<file path="config.mk">
export PLATFORM = sky130hd
export DESIGN_NAME = button_press_and_status_led_top
export DESIGN_NICKNAME = d
export VERILOG_FILES = /design/src/hw/rtl/bpsl_pkg.sv /design/src/hw/rtl/button_press_and_status_led_top.sv /design/src/hw/rtl/bpsl_rem_unit.sv
export SDC_FILE = /design/constraint.sdc
export NUM_CORES = 1
export LEC_CHECK = 0
export BUFFER_PORTS_ARGS = -buffer_cell sky130_fd_sc_hd__buf_2
export CORE_MARGIN = 10
export CORE_UTILIZATION = 40
export DETAILED_ROUTE_END_ITERATION = 8
export SYNTH_ARGS = -nofsm -noshare
export SYNTH_HDL_FRONTEND = slang
export SYNTH_HIERARCHICAL = 1
export SYNTH_SLANG_ARGS = --single-unit
</file>
<file path="constraint.sdc">
create_clock -name clock -period 6.45 [get_ports clock]
set_input_delay 0.645 -clock clock [delete_from_list [all_inputs] [get_ports clock]]
set_output_delay 0.645 -clock clock [all_outputs]
set_load 0.1 [all_outputs]
</file>
<file path="src/hw/rtl/bpsl_pkg.sv">
// Shared types and constants for the button press and status LED block.
`timescale 1ns / 1ps
`default_nettype none

package bpsl_pkg;

   localparam int TIMER_BITS_DEFAULT = 16;

   localparam int TICK_W  = 10;
   localparam int TIME_W  = 16;
   localparam int LEVEL_W = 2;
   localparam int COLOR_W = 8;
   localparam int CSR_DATA_W = 32;
   localparam int CSR_ADDR_W = 5;

   localparam int REQ_DATA_W = 8;
   localparam int RSP_DATA_W = 32;

   // Register reset values.
   localparam logic [TICK_W-1:0]  TICK_PERIOD_RESET  = 10'd20;
   localparam logic [TIME_W-1:0]  LONG_HOLD_RESET    = 16'd2000;
   localparam logic [TIME_W-1:0]  DEBOUNCE_RESET     = 16'd30;
   localparam logic [TIME_W-1:0]  PULSE_PERIOD_RESET = 16'd2000;
   localparam logic [TIME_W-1:0]  PULSE_ON_RESET     = 16'd250;
   localparam logic [TIME_W-1:0]  FLASH_RESET        = 16'd150;
   localparam logic [COLOR_W-1:0] BRIGHTNESS_RESET   = 8'd24;

   // Tick period reduced modulo the pulse period, for the reset values.
   localparam logic [TIME_W-1:0]  TICK_MOD_RESET     = 16'd20;

   localparam logic [LEVEL_W-1:0] LEVEL_WARNING = 2'd1;
   localparam logic [LEVEL_W-1:0] LEVEL_ALARM   = 2'd2;

   typedef enum logic [2:0] {
      REG_TICK_PERIOD  = 3'd0,
      REG_LONG_HOLD    = 3'd1,
      REG_DEBOUNCE     = 3'd2,
      REG_PULSE_PERIOD = 3'd3,
      REG_PULSE_ON     = 3'd4,
      REG_FLASH        = 3'd5,
      REG_BRIGHTNESS   = 3'd6
   } csr_index_type;

   typedef struct packed {
      logic busy;
      logic done;
   } rem_status_type;

endpackage

`default_nettype wire

</file>
<file path="src/hw/rtl/button_press_and_status_led_top.sv">
// Top level of the button press classifier and status LED colour generator.
//
//   Channel  Direction  Handshake                Contents
//   req      in         req_tvalid / req_tready  one tick: button, flash, level, recording
//   rsp      out        rsp_tvalid / rsp_tready  one result per tick: press events, colour
//   csr      in/out     APB write and read       seven timing and brightness registers
//
// Each tick's result lands in the output register on the edge that accepts the tick, so
// one tick per cycle is sustained while the result side keeps up and no pass below runs.
// A write of the tick period or the pulse period starts a pass (a start step, the
// bit-serial remainder units working through the dividend bits, and a step that loads their
// results) that reduces the pulse phase and the tick period modulo the pulse period;
// req_tready is low during that pass.
// A result waiting in the output register with rsp_tready low stalls the input side.
// Reset restores the register defaults and clears all press, flash and colour state.
`timescale 1ns / 1ps
`default_nettype none

module button_press_and_status_led_top import bpsl_pkg::*; #(
   parameter int TIMER_BITS = TIMER_BITS_DEFAULT
) (
   input  wire logic                  clock,
   input  wire logic                  reset,
   // [0] button_down, [1] flash_request, [3:2] worst_level, [4] recording, [7:5] zero
   input  wire logic [REQ_DATA_W-1:0] req_tdata,
   input  wire logic                  req_tvalid,
   output logic                       req_tready,
   // [0] label_next, [1] record_request, [2] record_target, [10:3] red,
   // [18:11] green, [26:19] blue, [27] colour_changed, [31:28] zero
   output logic [RSP_DATA_W-1:0]      rsp_tdata,
   output logic                       rsp_tvalid,
   input  wire logic                  rsp_tready,
   input  wire logic                  csr_psel,
   input  wire logic                  csr_penable,
   input  wire logic                  csr_pwrite,
   input  wire logic [CSR_ADDR_W-1:0] csr_paddr,
   input  wire logic [CSR_DATA_W-1:0] csr_pwdata,
   output logic [CSR_DATA_W-1:0]      csr_prdata,
   output logic                       csr_pready
);

   localparam int HW = TIMER_BITS;
   localparam int CW = (TIMER_BITS > TIME_W) ? TIMER_BITS : TIME_W;

   // Configuration registers.
   logic [TICK_W-1:0]  tick_period_ff;
   logic [TIME_W-1:0]  long_hold_ff, debounce_ff, pulse_period_ff, pulse_on_ff, flash_ff;
   logic [COLOR_W-1:0] brightness_ff;

   logic               csr_write;
   csr_index_type      csr_index;

   // Tick state.
   logic               press_active_ff, press_active_in;
   logic               long_fired_ff, long_fired_in;
   logic [HW-1:0]      held_ff, held_in;
   logic [TIME_W-1:0]  flash_left_ff, flash_left_in;
   logic [TIME_W-1:0]  phase_ff, phase_in;
   logic [TIME_W-1:0]  phase_base_ff, phase_base_in;
   logic [TIME_W-1:0]  tick_mod_ff;
   logic [3*COLOR_W-1:0] last_colour_ff, last_colour_in;
   logic               last_valid_ff;

   // Normalization control.
   logic               norm_pending_ff;
   rem_status_type     phase_status, tick_status;
   logic [TIME_W-1:0]  phase_rem, tick_rem;
   logic [TIME_W-1:0]  period_eff;

   // Output register.
   logic               rsp_valid_ff;
   logic [RSP_DATA_W-1:0] rsp_data_ff, rsp_data_in;

   logic               req_accept;
   logic               down, flash_req, recording;
   logic [LEVEL_W-1:0] level;

   logic [HW:0]        held_sum;
   logic [HW-1:0]      held_adv;
   logic               label_next, record_request, record_target;
   logic               white;
   logic [COLOR_W-1:0] red, green, blue;
   logic               colour_changed;
   logic [TIME_W:0]    phase_sum;

   // ---------------------------------------------------------------- CSR port
   assign csr_pready = 1'b1;
   assign csr_index  = csr_index_type'(csr_paddr[CSR_ADDR_W-1:2]);
   assign csr_write  = csr_psel && csr_penable && csr_pwrite && csr_pready;

   always_comb begin
      case (csr_index)
         REG_TICK_PERIOD:  csr_prdata = CSR_DATA_W'(tick_period_ff);
         REG_LONG_HOLD:    csr_prdata = CSR_DATA_W'(long_hold_ff);
         REG_DEBOUNCE:     csr_prdata = CSR_DATA_W'(debounce_ff);
         REG_PULSE_PERIOD: csr_prdata = CSR_DATA_W'(pulse_period_ff);
         REG_PULSE_ON:     csr_prdata = CSR_DATA_W'(pulse_on_ff);
         REG_FLASH:        csr_prdata = CSR_DATA_W'(flash_ff);
         REG_BRIGHTNESS:   csr_prdata = CSR_DATA_W'(brightness_ff);
         default:          csr_prdata = '0;
      endcase
   end

   always_ff @(posedge clock) begin
      if (reset) begin
         tick_period_ff  <= TICK_PERIOD_RESET;
         long_hold_ff    <= LONG_HOLD_RESET;
         debounce_ff     <= DEBOUNCE_RESET;
         pulse_period_ff <= PULSE_PERIOD_RESET;
         pulse_on_ff     <= PULSE_ON_RESET;
         flash_ff        <= FLASH_RESET;
         brightness_ff   <= BRIGHTNESS_RESET;
         norm_pending_ff <= 1'b0;
      end else begin
         norm_pending_ff <= 1'b0;
         if (csr_write) begin
            case (csr_index)
               REG_TICK_PERIOD: begin
                  tick_period_ff  <= csr_pwdata[TICK_W-1:0];
                  norm_pending_ff <= 1'b1;
               end
               REG_LONG_HOLD:    long_hold_ff  <= csr_pwdata[TIME_W-1:0];
               REG_DEBOUNCE:     debounce_ff   <= csr_pwdata[TIME_W-1:0];
               REG_PULSE_PERIOD: begin
                  pulse_period_ff <= csr_pwdata[TIME_W-1:0];
                  norm_pending_ff <= 1'b1;
               end
               REG_PULSE_ON:     pulse_on_ff   <= csr_pwdata[TIME_W-1:0];
               REG_FLASH:        flash_ff      <= csr_pwdata[TIME_W-1:0];
               REG_BRIGHTNESS:   brightness_ff <= csr_pwdata[COLOR_W-1:0];
               default: ;
            endcase
         end
      end
   end

   // ------------------------------------------------- phase normalization
   // A period of zero behaves as one.
   assign period_eff = (pulse_period_ff == '0) ? TIME_W'(1) : pulse_period_ff;

   bpsl_rem_unit u_phase_rem (
      .clock     (clock),
      .reset     (reset),
      .start     (norm_pending_ff),
      .dividend  (phase_ff),
      .divisor   (period_eff),
      .status    (phase_status),
      .remainder (phase_rem)
   );

   bpsl_rem_unit u_tick_rem (
      .clock     (clock),
      .reset     (reset),
      .start     (norm_pending_ff),
      .dividend  (TIME_W'(tick_period_ff)),
      .divisor   (period_eff),
      .status    (tick_status),
      .remainder (tick_rem)
   );

   // ------------------------------------------------------------ handshake
   // The input also waits out the cycle in which the reduced values are loaded.
   assign req_tready = !norm_pending_ff && !phase_status.busy && !tick_status.busy
                       && !phase_status.done && !tick_status.done
                       && (!rsp_valid_ff || rsp_tready);
   assign req_accept = req_tvalid && req_tready;

   assign down      = req_tdata[0];
   assign flash_req = req_tdata[1];
   assign level     = req_tdata[3:2];
   assign recording = req_tdata[4];

   // ------------------------------------------------------------ tick logic
   always_comb begin
      held_sum = {1'b0, held_ff} + (HW+1)'(tick_period_ff);
      held_adv = held_ff;
      if (press_active_ff) begin
         held_adv = held_sum[HW] ? '1 : held_sum[HW-1:0];
      end

      flash_left_in = (flash_left_ff > TIME_W'(tick_period_ff))
                      ? flash_left_ff - TIME_W'(tick_period_ff) : '0;
      if (flash_req) begin
         flash_left_in = flash_ff;
      end

      press_active_in = press_active_ff;
      long_fired_in   = long_fired_ff;
      held_in         = held_adv;
      label_next      = 1'b0;
      record_request  = 1'b0;
      record_target   = 1'b0;
      if (down && !press_active_ff) begin
         press_active_in = 1'b1;
         held_in         = '0;
         long_fired_in   = 1'b0;
      end else if (down && !long_fired_ff && (CW'(held_adv) >= CW'(long_hold_ff))) begin
         long_fired_in  = 1'b1;
         record_request = 1'b1;
         record_target  = !recording;
      end else if (!down && press_active_ff) begin
         label_next      = !long_fired_ff && (CW'(held_adv) >= CW'(debounce_ff));
         press_active_in = 1'b0;
      end

      white = (flash_left_in != '0)
              || (down && press_active_in && (CW'(held_in) >= CW'(long_hold_ff)));

      red   = '0;
      green = '0;
      blue  = '0;
      if (white) begin
         red   = brightness_ff;
         green = brightness_ff;
         blue  = brightness_ff;
      end else if (phase_ff < pulse_on_ff) begin
         if (level == LEVEL_ALARM) begin
            red = brightness_ff;
         end else if (level == LEVEL_WARNING) begin
            red   = brightness_ff;
            green = {1'b0, brightness_ff[COLOR_W-1:1]};
         end else if (recording) begin
            green = brightness_ff;
         end else begin
            blue = brightness_ff;
         end
      end

      last_colour_in = {red, green, blue};
      colour_changed = !last_valid_ff || (last_colour_in != last_colour_ff);

      // Base and step are both below the period, so one subtraction wraps the sum.
      phase_sum = {1'b0, phase_base_ff} + {1'b0, tick_mod_ff};
      if (phase_sum >= {1'b0, period_eff}) begin
         phase_sum = phase_sum - {1'b0, period_eff};
      end
      phase_in      = phase_sum[TIME_W-1:0];
      phase_base_in = phase_sum[TIME_W-1:0];

      rsp_data_in = RSP_DATA_W'({colour_changed, blue, green, red,
                                 record_target, record_request, label_next});
   end

   always_ff @(posedge clock) begin
      if (reset) begin
         press_active_ff <= 1'b0;
         long_fired_ff   <= 1'b0;
         held_ff         <= '0;
         flash_left_ff   <= '0;
         phase_ff        <= '0;
         phase_base_ff   <= '0;
         tick_mod_ff     <= TICK_MOD_RESET;
         last_colour_ff  <= '0;
         last_valid_ff   <= 1'b0;
         rsp_valid_ff    <= 1'b0;
      end else begin
         if (phase_status.done) begin
            phase_base_ff <= phase_rem;
         end
         if (tick_status.done) begin
            tick_mod_ff <= tick_rem;
         end
         if (req_accept) begin
            press_active_ff <= press_active_in;
            long_fired_ff   <= long_fired_in;
            held_ff         <= held_in;
            flash_left_ff   <= flash_left_in;
            phase_ff        <= phase_in;
            phase_base_ff   <= phase_base_in;
            last_colour_ff  <= last_colour_in;
            last_valid_ff   <= 1'b1;
            rsp_valid_ff    <= 1'b1;
         end else if (rsp_tready) begin
            rsp_valid_ff <= 1'b0;
         end
      end
      if (req_accept) begin
         rsp_data_ff <= rsp_data_in;
      end
   end

   assign rsp_tvalid = rsp_valid_ff;
   assign rsp_tdata  = rsp_data_ff;

endmodule

`default_nettype wire

</file>
<file path="src/hw/rtl/bpsl_rem_unit.sv">
// Bit-serial restoring remainder unit, one dividend bit per cycle.
`timescale 1ns / 1ps
`default_nettype none

module bpsl_rem_unit import bpsl_pkg::*; (
   input  wire logic              clock,
   input  wire logic              reset,
   input  wire logic              start,
   input  wire logic [TIME_W-1:0] dividend,
   input  wire logic [TIME_W-1:0] divisor,
   output rem_status_type         status,
   output logic [TIME_W-1:0]      remainder
);

   localparam int CNT_W = $clog2(TIME_W + 1);

   logic [CNT_W-1:0]  count_ff, count_in;
   logic              done_ff, done_in;
   logic [TIME_W-1:0] shift_ff, shift_in;
   logic [TIME_W-1:0] divisor_ff, divisor_in;
   logic [TIME_W-1:0] rem_ff, rem_in;
   logic [TIME_W:0]   trial;

   always_comb begin
      count_in   = count_ff;
      done_in    = 1'b0;
      shift_in   = shift_ff;
      divisor_in = divisor_ff;
      rem_in     = rem_ff;
      trial      = {rem_ff, shift_ff[TIME_W-1]};
      if (start) begin
         count_in   = CNT_W'(TIME_W);
         shift_in   = dividend;
         divisor_in = divisor;
         rem_in     = '0;
      end else if (count_ff != '0) begin
         // The partial remainder stays below the divisor, so it fits the narrow register.
         if (trial >= {1'b0, divisor_ff}) begin
            trial = trial - {1'b0, divisor_ff};
         end
         rem_in   = trial[TIME_W-1:0];
         shift_in = {shift_ff[TIME_W-2:0], 1'b0};
         count_in = count_ff - 1'b1;
         done_in  = (count_ff == CNT_W'(1));
      end
   end

   always_ff @(posedge clock) begin
      if (reset) begin
         count_ff <= '0;
         done_ff  <= 1'b0;
      end else begin
         count_ff <= count_in;
         done_ff  <= done_in;
      end
      shift_ff   <= shift_in;
      divisor_ff <= divisor_in;
      rem_ff     <= rem_in;
   end

   assign status.busy = (count_ff != '0);
   assign status.done = done_ff;
   assign remainder   = rem_ff;

endmodule

`default_nettype wire
</file>
==> out/metrics.csv, run 1 <==
metric,value,unit
status,"complete, no violations",
hold_start,csr_pwdata[15],
final_cell_mix,"303 x nand2_1, 250 x dfxtp_1, 230 x nor2_1",
syn_inst,2431,
routedWlPerCell,19.8,um
tns,0,ns
syn_avg_cell_area,8.64,um^2
setup_viol,0,
die-width,249,um
r2r_end,rsp_tdata[27],
grt_pass1_wl,97500,um
hold-path-endpoint,flash_ff[15],
timing.hold.ws,0.429,ns
drive_above_1_share,12.0,%
routed_wl,63100,um
ctsRootBufferMaster,clkbuf_16,
place_congestion,0.933,
slowest_stage,a2111oi_2,
initial_core_util,40.7,%
min_path_cells,3,
p_clk_share,23.9,%
combPwrFrac,45.4,%
dp_hpwl,46800,um
max_freq,168,MHz
p_leak,9.46,nW
required,6.74,ns
worstSkewPairLatency,0.57,ns
async_flop_share,0,%
finalCritPeriodShare,92.2,%
arrival,6.24,ns
slew_headroom,28.1,%
overflow,0,
num_vias,17680,
numClockSinks,343,
cp_max_fo,7,
fillers,5015,
p_sw_share,40.8,%
total_power,9.88,mW
rsz0062_at_grt,false,
antenna_found_initial,4,
finalCriticalPeriod,5.95,ns
r2r_start,held_ff[0],
cts.repair.resized,0,
worstSetupPathType,register to register,
power.share.sequential,30.7,%
ff2ff_path_depth,30,
synth_area,21000,um^2
cts_tree,done,
die-area,62100,um^2
drt-initial-drc-count,1518,
power.internal,5.84,mW
power_density,423,nW/um^2
finalNetCount,2681,
synth.ff_latch_count,343,
area_delta_synth_final,11.2,%
synth_top_flop_cell,dfxtp_1,
cts.clk_slew.worst_paths,0.06,ns
hold_class,input pin to register,
dieHeight,249,um
rows,83,
dr.pass1.iters,6,
antenna_left,0,
postCtsHoldBufs,0,
yosysWarnings,6,
slew_violations,0,
synth-edff-count,92,
start_kind,register,
numCtsBuffers,40,
cts_max_level,2,
viasPerCell,5.55,
io_buffers,76,
reg2reg_slack,0.50,ns
grt_start_max_net_pins,170,
drv_cap,0,
fin_skew,0.0192,ns
vdd_drop_max,0.000268,V
pin_count,119,
cts_buffer_depth,3,
final_common_cell,nand2_1,
cpPeakStageDelay,0.43,ns
synth.distinct_cells,98,
cts_setup_buffers,0,
ys_seq_area_share,37.1,%
p_sw,4.03,mW
drcViolationCount,0,
core_area,51600,um^2
end_kind,register,
gr-usage-all-layers,19.4,%
worst_pin_slew,1.07,ns
grt_pass1_vias,16880,
report.final.hold_viol_count,0,
==> worst max-delay path by stage <==
stage                             from  slack, ns            end
3_5_place_dp                held_ff[0]       0.25  rsp_tdata[27]
5_1_grt              tick_period_ff[0]       0.04  rsp_tdata[27]
3_3_place_gp         tick_period_ff[0]       0.27  rsp_tdata[27]
6_report                    held_ff[0]       0.50  rsp_tdata[27]
4_1_cts              tick_period_ff[0]       0.22  rsp_tdata[27]
2_1_floorplan  u_phase_rem/count_ff[0]       0.35   rsp_tdata[0]
==> cells in the mapped netlist, drive strengths merged (7+ instances only) <==
cell | instances | area (um^2)
or4 | 7 | 56.3
a311oi | 7 | 73.8
and2 | 33 | 211
xor2 | 31 | 279
a211oi | 62 | 478
o21bai | 13 | 97.6
a21o | 33 | 252
a31oi | 11 | 68.8
a2111oi | 10 | 90.1
nor2 | 230 | 863
nand3 | 37 | 185
ha | 153 | 1910
a22oi | 11 | 82.6
xnor2 | 56 | 490
nand2b | 20 | 125
nand4 | 20 | 138
dfxtp | 251 | 5020
mux2 | 38 | 428
clkbuf | 111 | 467
a21oi | 211 | 1070
inv | 159 | 597
buf | 49 | 347
a211o | 29 | 255
edfxtp | 92 | 2760
a221oi | 13 | 114
o211ai | 18 | 140
nand3b | 10 | 78.8
o21a | 14 | 113
o221ai | 7 | 78.8
nor2b | 26 | 163
nor4 | 14 | 103
and3 | 12 | 75.1
mux2i | 73 | 731
or3 | 10 | 68.8
nor3 | 69 | 373
o22ai | 12 | 75.1
nand2 | 305 | 1150
o21ai | 81 | 405
==> sequential cells by signal (all words and copies together), names as in the netlist, 5 cells and up <==
signal / count
rsp_tdata: 28
last_colour_ff: 24
debounce_ff: 16
flash_ff: 16
flash_left_ff: 16
held_ff: 16
long_hold_ff: 16
phase_base_ff: 16
phase_ff: 16
pulse_on_ff: 16
pulse_period_ff: 16
tick_mod_ff: 16
u_phase_rem/divisor_ff: 16
u_phase_rem/remainder: 16
u_phase_rem/shift_ff: 16
u_tick_rem/divisor_ff: 16
u_tick_rem/remainder: 16
u_tick_rem/shift_ff: 16
tick_period_ff: 10
brightness_ff: 8
u_phase_rem/count_ff: 5
u_tick_rem/count_ff: 5
==> routing by layer <==
layer  global-route usage, %  vias up  share of wire (%)
met5                       0        -              0.024
met4                    7.15        4                3.3
met3                    2.74      104                5.5
met2                    30.8      494                 45
met1                    26.2     8436                 46
li1                        -     8642                  -
==> worst max-delay path: cells and delay by family, from the launching register on <==
kind | cells | cell delay, ns
simple gates | 9 | 1.26
buf+inv | 3 | 0.49
flops | 1 | 0.33
fa+ha+maj | 3 | 0.90
xor+xnor | 1 | 0.14
compound gates | 14 | 2.57
==> area by class of cell <==
type	instances	area, um^2	area share [%]
clock inverters	17	184	0.788
repair buffers	132	820	3.51
diodes	3	7.51	0.0322
clock buffers	57	1180	5.04
flip-flops and latches	343	7790	33.4
inverters	162	611	2.62
well taps	680	851	3.64
multi-input cells	1791	11900	51.0
==> power groups by stage <==
stage	Combinational, mW	Clock, mW	Sequential (mW)
finish	4.48	2.36	3.03
global placement	4.34	0	3.06
global route	4.93	2.50	3.08
detailed placement	4.42	0	3.08
floorplan	3.39	0	3.12
CTS	4.44	2.41	3.03
==> metrics by stage <==
step                std cells  setup WS, ns  utilization (%)  area [um^2]
global placement         3108         0.271             42.6        22000
global route             3184        0.0432             45.2        23300
finish                   3185         0.501             45.2        23300
floorplan                2456         0.348                -        21100
detailed placement       3108         0.251             42.6        22000
CTS                      3182         0.218             45.2        23300
==> logic make-up after synthesis <==
logic type	Yosys count	synth area share, %
flip-flops	343	37.1
AO/OA/AOI/OAI	590	18.9
other	2	0.0358
XOR/XNOR	87	3.66
buffers and inverters	322	6.77
multiplexers	115	5.95
adder cells (fa/ha/maj)	159	9.69
AND/OR/NAND/NOR	813	17.9
Note: power is estimated with default switching activity, not from simulation.
==> run 2: changes to the inputs <==
--- a/config.mk
+++ b/config.mk
@@ -11,5 +11,4 @@
 export DETAILED_ROUTE_END_ITERATION = 8
 export SYNTH_ARGS = -nofsm -noshare
 export SYNTH_HDL_FRONTEND = slang
-export SYNTH_HIERARCHICAL = 1
 export SYNTH_SLANG_ARGS = --single-unit
==> run 2 against run 1 <==
- sequential power fell by 4%
- register-to-register slack got worse by 0.03 ns
- critical path depth down 7
- die area is 4.0% lower
- sequential share of layout area fell by 0.83 points
- first-iteration DRC count shrank 12%
- via count barely moved
- setup slack lost 0.034 ns
- synthesized cell count shrank 1.4%
- critical path type unchanged
- critical endpoint unchanged
- largest cell class unchanged
- highest routed layer is now met4
==> out/metrics.csv, run 2 <==
metric,value,unit
gr-usage-all-layers,19.9,%
dieHeight,244,um
total_power,9.51,mW
crit_buf_inv,1,
grt_pass1_wl,96400,um
tns,0,ns
yosys-top-cells-count,"306 x nand2_1, 257 x dfxtp_1, 218 x a21oi_1, 211 x nor2_1, 153 x ha_1",
crit_chain,"ha_1, fa_1, a21o_1, a21oi_1, o21bai_1, a21oi_1, o21bai_1, a21oi_1, o21ai_0, o22a_1, and2_1, ha_1, and4_1, a221o_1, a2111oi_0, o31a_2, o21a_1, o21ai_1, buf_4, a211oi_1, o22ai_1, nor4_1, nand4b_1",
die-width,244,um
yosysWarnings,0,
slew_headroom,19.7,%
cts_setup_buffers,0,
finalCriticalPeriod,5.98,ns
yosysTopAreaCellShare,25.6,%
setup_viol,0,
final_common_cell,nand2_1,
met1_usage,26.1,%
cp_common_cell,a21oi_1,
cts.clk_slew.worst_paths,0.06,ns
report.final.hold_viol_count,0,
cts_buffer_depth,3,
cp_top_family,compound AO/OA/AOI/OAI gates,
synth.area.top_cells,"dfxtp_1 26%, edfxtp_1 10%, ha_1 9.5%",
rsz0062_at_grt,false,
largest_reg_flops,28,
dr.pass1.iters,5,
core_area,49900,um^2
antenna_found_initial,1,
cp_max_fo,10,
start_kind,register,
drt-initial-drc-count,1331,
numCtsBuffers,40,
met2_usage,33.1,%
routed_wl,61300,um
cts.repair.resized,0,
worstSkewPairLatency,0.57,ns
cts_tree,done,
numClockSinks,327,
finalCritPeriodShare,92.8,%
ctsRootBufferMaster,clkbuf_16,
initial_core_util,40.3,%
grt_use_met3,3.70,%
hold_class,input pin to register,
dp_hpwl,45300,um
die-area,59600,um^2
ys_seq_area_share,36.1,%
grt_start_max_net_pins,102,
synth.ff_latch_count,327,
grt_pass1_vias,16982,
pin_count,119,
slew_violations,0,
drcViolationCount,0,
synth_top_area_cell,dfxtp_1,
max_freq,167,MHz
synth_most_common_cell,nand2_1,
synth_top_flop_cell,dfxtp_1,
syn_inst,2398,
worst_pin_slew,1.20,ns
async_flop_share,0,%
utilization,44.7,%
postCtsHoldBufs,0,
viasPerCell,5.67,
finalNetCount,2624,
num_vias,17670,
synth-edff-count,70,
p_leak,9.02,nW
antennaDiodeCount,0,
synth.distinct_cells,82,
syn_avg_cell_area,8.38,um^2
timing.hold.ws,0.404,ns
vdd_drop_max,0.000214,V
drv_cap,0,
routedWlPerCell,19.7,um
slowest_stage,fa_1,
arrival,6.29,ns
rows,82,
status,"complete, no violations",
drive_above_1_share,9.98,%
antenna_left,0,
required,6.76,ns
cts_max_level,2,
power_density,427,nW/um^2
place_congestion,0.906,
end_kind,register,
overflow,0,
io_buffers,76,
fin_skew,0.0272,ns
synth_area,20100,um^2
final_cell_mix,"305 x nand2_1, 256 x dfxtp_1, 218 x a21oi_1",
grt-busiest-layer,met2,
worstSetupPathType,register to register,
cpPeakStageDelay,0.42,ns
area_delta_synth_final,10.9,%
## run 2: cell types whose count changed after synthesis, sizes merged, moves of 14 or more
| cell | change |
|---|---|
| inv | -16 |
| nor2 | -19 |
| edfxtp | -22 |
| mux2i | -21 |
| a211oi | +24 |
| buf | -14 |
## run 2: layout make-up
cell class,count,area (um^2)
timing repair buffer,113,664
inverter,143,539
sequential,327,7250
clock inverter,13,81.3
tap,672,841
fill,4975,27600
clock buffer,60,1140
multi-input combinational,1788,11800
## run 2: power by group
group	switching, mW	total (mW)	internal [mW]
registers	0.336	2.91	2.58
logic	2.81	4.48	1.67
clock network	0.896	2.12	1.22
total	4.04	9.51	5.47
## run 2: cell families (layout without fill, tap and decap cells)
| logic type | Yosys count | after routing | share of synthesized area (%) |
|---|---|---|---|
| AND/OR/NAND/NOR | 813 | 813 | 18.5 |
| AO/OA/AOI/OAI | 618 | 618 | 20.2 |
| flip-flops | 327 | 327 | 36.1 |
| buffers and inverters | 302 | 329 | 6.04 |
| adder cells (fa/ha/maj) | 159 | 159 | 10.1 |
| multiplexers | 95 | 95 | 5.45 |
| XOR/XNOR | 82 | 82 | 3.57 |
| other | 2 | 21 | 0.0374 |
## run 2: path summary, 6_finish.rpt
kind	from	endpoint	slack (ns)	cells after the start
hold / removal	csr_pwdata[13]	flash_ff[13]	0.40	3
hold reg to reg	pulse_on_ff[15]	pulse_on_ff[15]	0.45	2
setup reg to reg	tick_period_ff[0]	rsp_tdata[27]	0.47	23
setup / recovery	tick_period_ff[0]	rsp_tdata[27]	0.47	23
## run 2: tightest hold or removal path, cell delays in order
cell	delay, ns
buf_2	0.15
nand2_1	0.07
a21oi_1	0.05
## run 2: through the flow
stage | instance area [um^2] | setup slack, ns | instances
floorplan | 20200 | 0.825 | 2417
global placement | 21100 | 0.313 | 3043
detailed placement | 21100 | 0.257 | 3043
CTS | 22300 | 0.217 | 3116
global route | 22300 | 0.000595 | 3116
finish | 22300 | 0.466 | 3116
## run 2: per-layer routing
| metal | wire length, um | vias to the layer above |
|---|---|---|
| met5 | 0 | - |
| li1 | - | 8537 |
| met1 | 27700 | 8545 |
| met3 | 3730 | 79 |
| met2 | 28600 | 509 |
| met4 | 1260 | 0 |
